File: src/rtl/hfr_pkg.sv
// Package for the hashed frame receiver: shared constants, result codes and
// the command and status structs that pass between controller and datapath.
// No dependencies.
`default_nettype none

package hfr_pkg;

  // Fixed widths of the frame fields.
  localparam int unsigned BYTE_W = 8;
  localparam int unsigned IDX_W  = 6;
  localparam int unsigned HASH_W = 16;
  localparam int unsigned STAT_W = 3;

  // Framing characters.
  localparam logic [BYTE_W-1:0] START_MARK = 8'hFF;
  localparam logic [BYTE_W-1:0] END_MARK   = 8'hFE;
  localparam logic [BYTE_W-1:0] STOP_CHAR  = 8'h2E;

  // Result status codes.
  localparam logic [STAT_W-1:0] ST_OK       = 3'd0;
  localparam logic [STAT_W-1:0] ST_LEN_ERR  = 3'd1;
  localparam logic [STAT_W-1:0] ST_HASH_ERR = 3'd2;
  localparam logic [STAT_W-1:0] ST_RCPT_ERR = 3'd3;
  localparam logic [STAT_W-1:0] ST_OVERFLOW = 3'd4;

  // Configuration register indexes.
  localparam logic CFG_OWN_ID   = 1'b0;
  localparam logic CFG_BCAST_ID = 1'b1;

  // Commands from the controller to the datapath.
  typedef struct packed {
    logic              start;        // open a new frame
    logic              take;         // store one frame byte
    logic              rd_start;     // read message byte 0
    logic              rd_next;      // read the following message byte
    logic              code_load;    // capture the message code
    logic              cur_load;     // hold the byte just read as content
    logic              out_load;     // load the output register
    logic [STAT_W-1:0] out_status;
    logic              out_content;
    logic              out_last;
  } ctl_cmd_t;

  // Status from the datapath to the controller.
  typedef struct packed {
    logic is_start;
    logic is_end;
    logic idx_full;
    logic len_ok;
    logic hash_ok;
    logic rcpt_ok;
    logic rd_content;
    logic out_busy;
  } dp_status_t;

endpackage

`default_nettype wire

File: src/rtl/hfr_datapath.sv
// Datapath of the hashed frame receiver: frame registers, running hash,
// message memory, configuration registers and the output register.
// Depends on hfr_pkg.
`default_nettype none

module hfr_datapath #(
  parameter int unsigned MAX_FRAME   = 32,
  parameter int unsigned MAX_CONTENT = 24
) (
  input  wire logic                        clk,
  input  wire logic                        rst_n,
  input  wire logic [hfr_pkg::BYTE_W-1:0]  rx_byte,
  input  wire logic                        cfg_wr_en,
  input  wire logic                        cfg_index,
  input  wire logic [hfr_pkg::BYTE_W-1:0]  cfg_data,
  input  wire logic                        out_stall,
  input  wire hfr_pkg::ctl_cmd_t           cmd,
  output hfr_pkg::dp_status_t              status,
  output logic                             out_valid,
  output logic [hfr_pkg::STAT_W-1:0]       out_status,
  output logic [hfr_pkg::BYTE_W-1:0]       out_sender,
  output logic [hfr_pkg::BYTE_W-1:0]       out_msg_code,
  output logic [hfr_pkg::BYTE_W-1:0]       out_content_byte,
  output logic                             out_content_valid,
  output logic                             out_last
);

  // Only frames of at most MAX_FRAME-1 bytes can pass the length check,
  // so the message never needs more than MAX_FRAME-7 entries.
  localparam int unsigned DEPTH = MAX_FRAME - 7;
  localparam int unsigned AW    = (DEPTH > 1) ? $clog2(DEPTH) : 1;

  localparam logic [hfr_pkg::IDX_W-1:0] IDX_LIMIT = hfr_pkg::IDX_W'(MAX_FRAME - 1);
  localparam logic [hfr_pkg::IDX_W-1:0] DEPTH_IDX = hfr_pkg::IDX_W'(DEPTH);
  localparam logic [hfr_pkg::IDX_W:0]   CONT_LIM  = (hfr_pkg::IDX_W + 1)'(MAX_CONTENT);

  // Configuration registers.
  logic [hfr_pkg::BYTE_W-1:0] own_id_r;
  logic [hfr_pkg::BYTE_W-1:0] bcast_id_r;

  // Frame registers.
  logic [hfr_pkg::IDX_W-1:0]  byte_index_r;
  logic [hfr_pkg::BYTE_W-1:0] frame_len_r;
  logic [hfr_pkg::BYTE_W-1:0] sender_r;
  logic [hfr_pkg::BYTE_W-1:0] rcpt_r;
  logic [hfr_pkg::HASH_W-1:0] hash_r;
  logic                       hash_stop_r;
  logic [hfr_pkg::HASH_W-1:0] rx_hash_r;

  // Message memory and its read side.
  logic [hfr_pkg::BYTE_W-1:0] msg_mem [DEPTH];
  logic [hfr_pkg::BYTE_W-1:0] rdata_r;
  logic [hfr_pkg::IDX_W-1:0]  ptr_r;
  logic [hfr_pkg::BYTE_W-1:0] code_r;
  logic [hfr_pkg::BYTE_W-1:0] cur_r;

  // Output register.
  logic                       out_valid_r;
  logic [hfr_pkg::STAT_W-1:0] out_status_r;
  logic [hfr_pkg::BYTE_W-1:0] out_sender_r;
  logic [hfr_pkg::BYTE_W-1:0] out_code_r;
  logic [hfr_pkg::BYTE_W-1:0] out_cbyte_r;
  logic                       out_cvalid_r;
  logic                       out_last_r;

  logic [hfr_pkg::IDX_W-1:0]  msg_k;
  logic [hfr_pkg::IDX_W-1:0]  ptr_inc;
  logic [AW-1:0]              rd_addr;
  logic                       in_message;
  logic                       hash_span;
  logic [hfr_pkg::HASH_W-1:0] hash_nxt;
  logic                       ok_result;

  // Position of the current byte inside the message and hash fields.
  assign msg_k      = byte_index_r - hfr_pkg::IDX_W'(4);
  assign in_message = ({2'b00, msg_k} < frame_len_r);
  assign hash_span  = (byte_index_r < hfr_pkg::IDX_W'(4)) || in_message;
  assign hash_nxt   = (hash_r + {hash_r[hfr_pkg::HASH_W-6:0], 5'b00000})
                      ^ {8'h00, rx_byte};

  // Next read address, held inside the memory range.
  assign ptr_inc = ptr_r + hfr_pkg::IDX_W'(1);
  assign rd_addr = (ptr_inc < DEPTH_IDX) ? ptr_inc[AW-1:0] : '0;

  // Configuration writes.
  always_ff @(posedge clk) begin
    if (!rst_n) begin
      own_id_r   <= '0;
      bcast_id_r <= 8'hFF;
    end else if (cfg_wr_en) begin
      case (cfg_index)
        hfr_pkg::CFG_OWN_ID:   own_id_r   <= cfg_data;
        hfr_pkg::CFG_BCAST_ID: bcast_id_r <= cfg_data;
        default:               own_id_r   <= own_id_r;
      endcase
    end
  end

  // Frame header, received hash and running hash.
  always_ff @(posedge clk) begin
    if (!rst_n) begin
      byte_index_r <= '0;
      frame_len_r  <= '0;
      sender_r     <= '0;
      rcpt_r       <= '0;
      hash_r       <= '0;
      hash_stop_r  <= 1'b0;
      rx_hash_r    <= '0;
    end else if (cmd.start) begin
      byte_index_r <= hfr_pkg::IDX_W'(1);
      frame_len_r  <= '0;
      sender_r     <= '0;
      rcpt_r       <= '0;
      hash_r       <= {8'h00, hfr_pkg::START_MARK};
      hash_stop_r  <= 1'b0;
      rx_hash_r    <= '0;
    end else if (cmd.take) begin
      if (byte_index_r == hfr_pkg::IDX_W'(1)) begin
        frame_len_r <= rx_byte;
      end else if (byte_index_r == hfr_pkg::IDX_W'(2)) begin
        sender_r <= rx_byte;
      end else if (byte_index_r == hfr_pkg::IDX_W'(3)) begin
        rcpt_r <= rx_byte;
      end else if (!in_message) begin
        if ({2'b00, msg_k} == frame_len_r) begin
          rx_hash_r[7:0] <= rx_byte;
        end else if ({3'b000, msg_k} == ({1'b0, frame_len_r} + 9'd1)) begin
          rx_hash_r[15:8] <= rx_byte;
        end
      end
      // The hash stops for good at the first zero byte of the header or message.
      if (!hash_stop_r && hash_span) begin
        if (rx_byte == '0) begin
          hash_stop_r <= 1'b1;
        end else begin
          hash_r <= hash_nxt;
        end
      end
      byte_index_r <= byte_index_r + hfr_pkg::IDX_W'(1);
    end
  end

  // Message memory write.
  always_ff @(posedge clk) begin
    if (cmd.take && (byte_index_r >= hfr_pkg::IDX_W'(4)) && in_message
        && (msg_k < DEPTH_IDX)) begin
      msg_mem[msg_k[AW-1:0]] <= rx_byte;
    end
  end

  // Message memory read, one byte per step.
  always_ff @(posedge clk) begin
    if (cmd.rd_start) begin
      rdata_r <= msg_mem[0];
      ptr_r   <= '0;
    end else if (cmd.rd_next) begin
      rdata_r <= msg_mem[rd_addr];
      ptr_r   <= ptr_inc;
    end
    if (cmd.code_load) begin
      code_r <= (frame_len_r == '0) ? '0 : rdata_r;
    end
    if (cmd.cur_load) begin
      cur_r <= rdata_r;
    end
  end

  // Output register: cleared by a transfer, loaded by the controller.
  assign ok_result = (cmd.out_status == hfr_pkg::ST_OK);

  always_ff @(posedge clk) begin
    if (!rst_n) begin
      out_valid_r <= 1'b0;
    end else if (cmd.out_load) begin
      out_valid_r <= 1'b1;
    end else if (!out_stall) begin
      out_valid_r <= 1'b0;
    end
  end

  always_ff @(posedge clk) begin
    if (cmd.out_load) begin
      out_status_r <= cmd.out_status;
      out_sender_r <= ok_result ? sender_r : '0;
      out_code_r   <= ok_result ? code_r : '0;
      out_cbyte_r  <= cmd.out_content ? cur_r : '0;
      out_cvalid_r <= cmd.out_content;
      out_last_r   <= cmd.out_last;
    end
  end

  // Status toward the controller.
  always_comb begin
    status.is_start   = (rx_byte == hfr_pkg::START_MARK);
    status.is_end     = (rx_byte == hfr_pkg::END_MARK);
    status.idx_full   = (byte_index_r >= IDX_LIMIT);
    status.len_ok     = ({3'b000, byte_index_r} == ({1'b0, frame_len_r} + 9'd6));
    status.hash_ok    = (hash_r == rx_hash_r);
    status.rcpt_ok    = (rcpt_r == own_id_r) || (rcpt_r == bcast_id_r);
    status.rd_content = ({2'b00, ptr_r} < frame_len_r)
                        && ({1'b0, ptr_r} <= CONT_LIM)
                        && (rdata_r != hfr_pkg::STOP_CHAR);
    status.out_busy   = out_valid_r;
  end

  assign out_valid         = out_valid_r;
  assign out_status        = out_status_r;
  assign out_sender        = out_sender_r;
  assign out_msg_code      = out_code_r;
  assign out_content_byte  = out_cbyte_r;
  assign out_content_valid = out_cvalid_r;
  assign out_last          = out_last_r;

endmodule

`default_nettype wire

File: src/rtl/hfr_ctrl.sv
// Controller of the hashed frame receiver: hunts for frames, sequences the
// checks at the end byte and steps through the message content.
// Depends on hfr_pkg.
`default_nettype none

module hfr_ctrl (
  input  wire logic                clk,
  input  wire logic                rst_n,
  input  wire logic                in_valid,
  output logic                     in_stall,
  input  wire logic                out_stall,
  input  wire hfr_pkg::dp_status_t status,
  output hfr_pkg::ctl_cmd_t        cmd
);

  typedef enum logic [2:0] {
    S_HUNT,
    S_COLLECT,
    S_CODE,
    S_FIRST,
    S_NEXT
  } state_t;

  state_t state_r;
  state_t state_nxt;
  logic   out_free;
  logic   in_xfer;

  // The output register can take a result when empty or being drained.
  assign out_free = !status.out_busy || !out_stall;
  assign in_stall = !((state_r == S_HUNT) || ((state_r == S_COLLECT) && out_free));
  assign in_xfer  = in_valid && !in_stall;

  // Next state and commands.
  always_comb begin
    state_nxt = state_r;
    cmd       = '0;
    unique case (state_r)
      S_HUNT: begin
        if (in_xfer && status.is_start) begin
          cmd.start = 1'b1;
          state_nxt = S_COLLECT;
        end
      end
      S_COLLECT: begin
        if (in_xfer) begin
          if (status.is_end) begin
            state_nxt      = S_HUNT;
            cmd.out_last   = 1'b1;
            cmd.out_load   = 1'b1;
            if (!status.len_ok) begin
              cmd.out_status = hfr_pkg::ST_LEN_ERR;
            end else if (!status.hash_ok) begin
              cmd.out_status = hfr_pkg::ST_HASH_ERR;
            end else if (!status.rcpt_ok) begin
              cmd.out_status = hfr_pkg::ST_RCPT_ERR;
            end else begin
              cmd.out_load = 1'b0;
              cmd.rd_start = 1'b1;
              state_nxt    = S_CODE;
            end
          end else if (status.idx_full) begin
            cmd.out_load   = 1'b1;
            cmd.out_status = hfr_pkg::ST_OVERFLOW;
            cmd.out_last   = 1'b1;
            state_nxt      = S_HUNT;
          end else begin
            cmd.take = 1'b1;
          end
        end
      end
      S_CODE: begin
        cmd.code_load = 1'b1;
        cmd.rd_next   = 1'b1;
        state_nxt     = S_FIRST;
      end
      S_FIRST: begin
        if (status.rd_content) begin
          cmd.cur_load = 1'b1;
          cmd.rd_next  = 1'b1;
          state_nxt    = S_NEXT;
        end else if (out_free) begin
          // A message without content gives a single result.
          cmd.out_load   = 1'b1;
          cmd.out_status = hfr_pkg::ST_OK;
          cmd.out_last   = 1'b1;
          state_nxt      = S_HUNT;
        end
      end
      S_NEXT: begin
        if (out_free) begin
          cmd.out_load    = 1'b1;
          cmd.out_status  = hfr_pkg::ST_OK;
          cmd.out_content = 1'b1;
          cmd.out_last    = !status.rd_content;
          if (status.rd_content) begin
            cmd.cur_load = 1'b1;
            cmd.rd_next  = 1'b1;
          end else begin
            state_nxt = S_HUNT;
          end
        end
      end
      default: state_nxt = S_HUNT;
    endcase
  end

  // State register.
  always_ff @(posedge clk) begin
    if (!rst_n) begin
      state_r <= S_HUNT;
    end else begin
      state_r <= state_nxt;
    end
  end

endmodule

`default_nettype wire

File: src/rtl/hashed_frame_receiver.sv
// Top level of the hashed frame receiver: joins the controller and datapath.
// Depends on hfr_pkg, hfr_ctrl and hfr_datapath.
//
// Usage: received link bytes enter on in_rx_byte with in_valid; a transfer
// happens when in_valid is high and in_stall is low. Frames start with 0xFF
// and end with 0xFE; other bytes outside a frame are dropped. Results leave on
// the out_ channel, one per transfer, with out_last on the final result of a
// frame. own_id and broadcast_id are written through cfg_wr_en, cfg_index and
// cfg_data while the block is idle.
// Throughput: one byte per cycle while hunting or collecting. An error result
// is in the output register in the cycle after the end byte or the overflowing
// byte. A good frame steps through S_CODE and S_FIRST and loads its first result
// in S_NEXT (in S_FIRST when it has no content bytes), then gives one result per
// cycle while the output is not stalled; the input stalls from the end byte
// until the last result has been loaded, since the message memory is read one
// byte per step. While a frame is collected, a byte is taken only when the
// output register is free, so a stalled receiver also stalls the link.
// Reset (rst_n low, synchronous) empties the output register, restores the
// register defaults (own_id 0, broadcast_id 255) and starts hunting.
`default_nettype none

module hashed_frame_receiver #(
  parameter int unsigned MAX_FRAME   = 32,
  parameter int unsigned MAX_CONTENT = 24
) (
  input  wire logic                        clk,
  input  wire logic                        rst_n,
  input  wire logic                        in_valid,
  output logic                             in_stall,
  input  wire logic [hfr_pkg::BYTE_W-1:0]  in_rx_byte,
  output logic                             out_valid,
  input  wire logic                        out_stall,
  output logic [hfr_pkg::STAT_W-1:0]       out_status,
  output logic [hfr_pkg::BYTE_W-1:0]       out_sender,
  output logic [hfr_pkg::BYTE_W-1:0]       out_msg_code,
  output logic [hfr_pkg::BYTE_W-1:0]       out_content_byte,
  output logic                             out_content_valid,
  output logic                             out_last,
  input  wire logic                        cfg_wr_en,
  input  wire logic                        cfg_index,
  input  wire logic [hfr_pkg::BYTE_W-1:0]  cfg_data
);

  hfr_pkg::ctl_cmd_t   cmd;
  hfr_pkg::dp_status_t status;

  // Controller.
  hfr_ctrl u_ctrl (
    .clk       (clk),
    .rst_n     (rst_n),
    .in_valid  (in_valid),
    .in_stall  (in_stall),
    .out_stall (out_stall),
    .status    (status),
    .cmd       (cmd)
  );

  // Datapath.
  hfr_datapath #(
    .MAX_FRAME   (MAX_FRAME),
    .MAX_CONTENT (MAX_CONTENT)
  ) u_dp (
    .clk               (clk),
    .rst_n             (rst_n),
    .rx_byte           (in_rx_byte),
    .cfg_wr_en         (cfg_wr_en),
    .cfg_index         (cfg_index),
    .cfg_data          (cfg_data),
    .out_stall         (out_stall),
    .cmd               (cmd),
    .status            (status),
    .out_valid         (out_valid),
    .out_status        (out_status),
    .out_sender        (out_sender),
    .out_msg_code      (out_msg_code),
    .out_content_byte  (out_content_byte),
    .out_content_valid (out_content_valid),
    .out_last          (out_last)
  );

endmodule

`default_nettype wire

File: config.mk
export PLATFORM = sky130hd
export DESIGN_NAME = hashed_frame_receiver
export DESIGN_NICKNAME = d
export VERILOG_FILES = /design/src/rtl/hfr_pkg.sv /design/src/rtl/hfr_datapath.sv /design/src/rtl/hfr_ctrl.sv /design/src/rtl/hashed_frame_receiver.sv
export SDC_FILE = /design/constraint.sdc
export NUM_CORES = 1
export LEC_CHECK = 0
export ABC_AREA = 1
export BUFFER_PORTS_ARGS = -buffer_cell sky130_fd_sc_hd__buf_2
export CORE_MARGIN = 3
export CORE_UTILIZATION = 30
export DETAILED_ROUTE_END_ITERATION = 8
export HOLD_SLACK_MARGIN = 0.02
export PLACE_DENSITY = 0.55
export SYNTH_ARGS = -nofsm -noshare
export SYNTH_HDL_FRONTEND = slang
export SYNTH_SLANG_ARGS = --single-unit
File: constraint.sdc
create_clock -name clk -period 6.1 [get_ports clk]
set_clock_uncertainty 0.1 [all_clocks]
set_input_delay 1.22 -clock clk [delete_from_list [all_inputs] [get_ports clk]]
set_output_delay 1.22 -clock clk [all_outputs]
set_load 0.005 [all_outputs]
==> flow_metrics.env <==
export IMPL_nNetsFinal=1850
export IMPL_clk_pin_slew_worst_paths_ns=0.07
export IMPL_cts_root_buf="clkbuf_16"
export IMPL_n_fill_cell=5436
export IMPL_synthToLayoutAreaGrowth_pct=13.1
export IMPL_cts_sinks=342
export IMPL_synthCells=1751
export IMPL_multiInputGateArea_um2=5530
export IMPL_relSlewSlack_pct=34.9
export IMPL_start_util_pct=30.7
export IMPL_regToRegStartpoint="u_dp.ptr_r[2]"
export IMPL_die_w_um=239
export IMPL_synth_seq_area_share_pct=57.4
export IMPL_ff2ff_path_depth=14
export IMPL_yosys_most_used_dff="edfxtp_1"
export IMPL_drv_slew=0
export IMPL_hp_class="flip-flop to flip-flop"
export IMPL_hpwl_um=28600
export IMPL_setup_slack_ns=1.98
export IMPL_wl_met3_um=2360
export IMPL_synth_edf_count=253
export IMPL_core_um2=53200
export IMPL_max_cap_viol_count=0
export IMPL_place_congestion=0.867
export IMPL_p_leak_nw=7.64
export IMPL_r2r_slack_ns=1.98
export IMPL_post_place_ws_ns=1.99
export IMPL_wl_met2_um=21300
export IMPL_cts_made_buffers=39
export IMPL_ctsResizeCount=0
export IMPL_fmax_mhz=243
export IMPL_grt_overflow=0
export IMPL_powerDensity_nw_per_um2=386
export IMPL_hold_viol=0
export IMPL_grt_pass1_vias=11981
export IMPL_io_pins=53
export IMPL_fp_row_count=84
export IMPL_routed_wl_um=43900
export IMPL_min_period_ns=4.12
export IMPL_io_buffers=52
export IMPL_drcViolationCount=0
export IMPL_tns_ns=0
export IMPL_worstPathMaxFanout=43
export IMPL_ant_nets=0
export IMPL_cts_htree_levels=2
export IMPL_seq_area_um2=9380
export IMPL_async_reset_ff_share_pct=0
export IMPL_rsz0062_at_grt="false"
export IMPL_die_area_um2=57300
export IMPL_cts_tree="built"
export IMPL_drt_pass1_iter_count=5
export IMPL_startpoint_type="flip-flop"
export IMPL_clk_path_buf_depth=3
export IMPL_postCtsSetupRepairBufs=0
export IMPL_grt_pass1_wl_um=67800
export IMPL_drt_met1_wl_um=18800
export IMPL_synth_cell_types=46
export IMPL_whs_path_depth=2
export IMPL_syn_cell_area_um2=16300
export IMPL_worstPathArrival_ns=4.44
export IMPL_min_to="u_dp.sender_r[4]"
export IMPL_min_from="u_dp.sender_r[4]"
export IMPL_worst_ir_drop_vdd_v=0.000245
export IMPL_ys_ff_latch=342
export IMPL_die_h_um=239
export IMPL_ys_warn_count=0
export IMPL_grt_usage_pct=15.3
export IMPL_syn_num_nets=1810
export IMPL_worst_r2r_endpoint="u_dp.rdata_r[6]"
export IMPL_holdBufCountCts=0
export IMPL_drive_gt1_share_pct=9.47
export IMPL_clk_latency_ns=0.56
export IMPL_highest_layer="met4"
export IMPL_period_share_pct=67.6
export IMPL_grt_max_degree=80
export IMPL_worstPathRequired_ns=6.42
export IMPL_outcome="completed"
export IMPL_avgSynthCellArea_um2=9.32
export IMPL_viasPerCell=4.83
export IMPL_wire_per_inst_um=17.5
export IMPL_antenna_found_initial=0
export IMPL_setup_viol=0
export IMPL_critical_path_class="flip-flop to flip-flop"
export IMPL_end_kind="flip-flop"
export IMPL_drtIter0Drc=1058
export IMPL_antenna_cells=0
export IMPL_vias=12106
export IMPL_worst_slew_pin_slew_ns=0.974
-- state kept, by name (all words and copies together) (netlist names), 3 cells and up --
signal / cells
u_dp.rcpt_r: 8
u_dp.sender_r: 8
u_dp.bcast_id_r: 8
u_dp.code_r: 8
u_dp.own_id_r: 8
u_dp.rx_hash_r: 16
u_dp.hash_r: 16
u_dp.out_sender: 8
u_dp.out_msg_code: 8
u_dp.ptr_r: 6
u_dp.byte_index_r: 6
u_dp.out_status: 3
u_dp.msg_mem: 200
u_ctrl.state_r: 3
u_dp.rdata_r: 8
u_dp.frame_len_r: 8
u_dp.cur_r: 8
u_dp.out_content_byte: 8
-- worst max-delay path, cell delays in order (launching register included) --
cell	delay, ns
dfxtp_1	0.48
nand2_1	0.10
nor2_2	0.10
nand3_1	0.09
nand2_2	0.71
nand3_4	0.71
inv_2	0.66
nand2_1	0.12
nand2_1	0.11
nand2_1	0.06
nand3_1	0.12
nand3_1	0.16
a21oi_1	0.27
nand2_1	0.08
nand2_1	0.08
-- report_power, final --
group	internal [W]	switching, W
sequential	0.00265	0.000108
clock	0.00137	0.000937
combinational	0.000558	0.00150
-- logic make-up after synthesis --
logic type | share of synthesized area (%)
AND/OR/NAND/NOR | 21.3
buffers and inverters | 8.81
flip-flops | 57.4
AO/OA/AOI/OAI | 6.87
XOR/XNOR | 2.68
adder cells (fa/ha/maj) | 2.88
-- cell usage after synthesis (15+ instances only) --
| cell type | number | area (um^2) |
|---|---|---|
| nand3_1 | 174 | 871 |
| a21oi_1 | 78 | 390 |
| nand4_1 | 54 | 338 |
| nor2_1 | 161 | 604 |
| o21ai_1 | 19 | 95.1 |
| edfxtp_1 | 253 | 7600 |
| inv_1 | 270 | 1010 |
| xnor2_1 | 15 | 131 |
| nor3_1 | 21 | 105 |
| nand2_1 | 309 | 1160 |
| o211ai_1 | 23 | 173 |
| xor2_1 | 35 | 307 |
| o21ai_0 | 61 | 305 |
| dfxtp_1 | 89 | 1780 |
| buf_2 | 43 | 215 |
| ha_1 | 36 | 450 |
-- how the worst max path moves through the flow --
stage	depth (start not counted)	end	from
after floorplan	11	u_dp.out_content_byte[0]	u_dp.ptr_r[0]
after global placement	13	u_dp.rdata_r[6]	u_dp.ptr_r[2]
after detailed placement	12	u_dp.msg_mem[3][2]	in_rx_byte[6]
after CTS	14	u_dp.rdata_r[6]	u_dp.ptr_r[2]
after global routing	14	u_dp.rdata_r[3]	u_dp.ptr_r[2]
final	14	u_dp.rdata_r[6]	u_dp.ptr_r[2]
-- layer usage --
metal | GRT usage [%] | up-vias
li1 | - | 5906
met1 | 19.2 | 5808
met2 | 26.3 | 315
met3 | 3.01 | 77
met4 | 5.41 | 0
met5 | 0 | -
-- through the flow --
step,util [%],total power (W),hold slack [ns],instance area [um^2],cells
CTS,34.7,0.00718,0.356,18500,2505
floorplan,-,0.00422,0.326,16300,1751
finish,34.7,0.00713,0.352,18500,2505
detailed placement,32.4,0.00486,0.348,17200,2438
global route,34.7,0.00751,0.385,18500,2505
global placement,32.4,0.00485,0.344,17200,2438
-- placed cells by master, fill, tap and decap left out, types with 15 or more instances in the layout --
master	n
ha_1	36
nand2_1	309
xnor2_1	15
clkbuf_16	41
o21ai_0	60
nand3_1	174
edfxtp_1	253
o21ai_1	19
o211ai_1	23
a21oi_1	78
nor2_1	160
buf_2	52
nor3_1	21
inv_1	270
xor2_1	35
nand4_1	54
dfxtp_1	89
-- cell type report --
class                   count  share of cell area [%]
clock buffers              47                    5.79
inverters                 285                    5.81
multi-input cells        1057                    29.9
clock inverters            20                   0.955
well taps                 688                    4.66
flip-flops and latches    342                    50.8
repair buffers             66                    2.05
(Power assumes the default switching activity.)
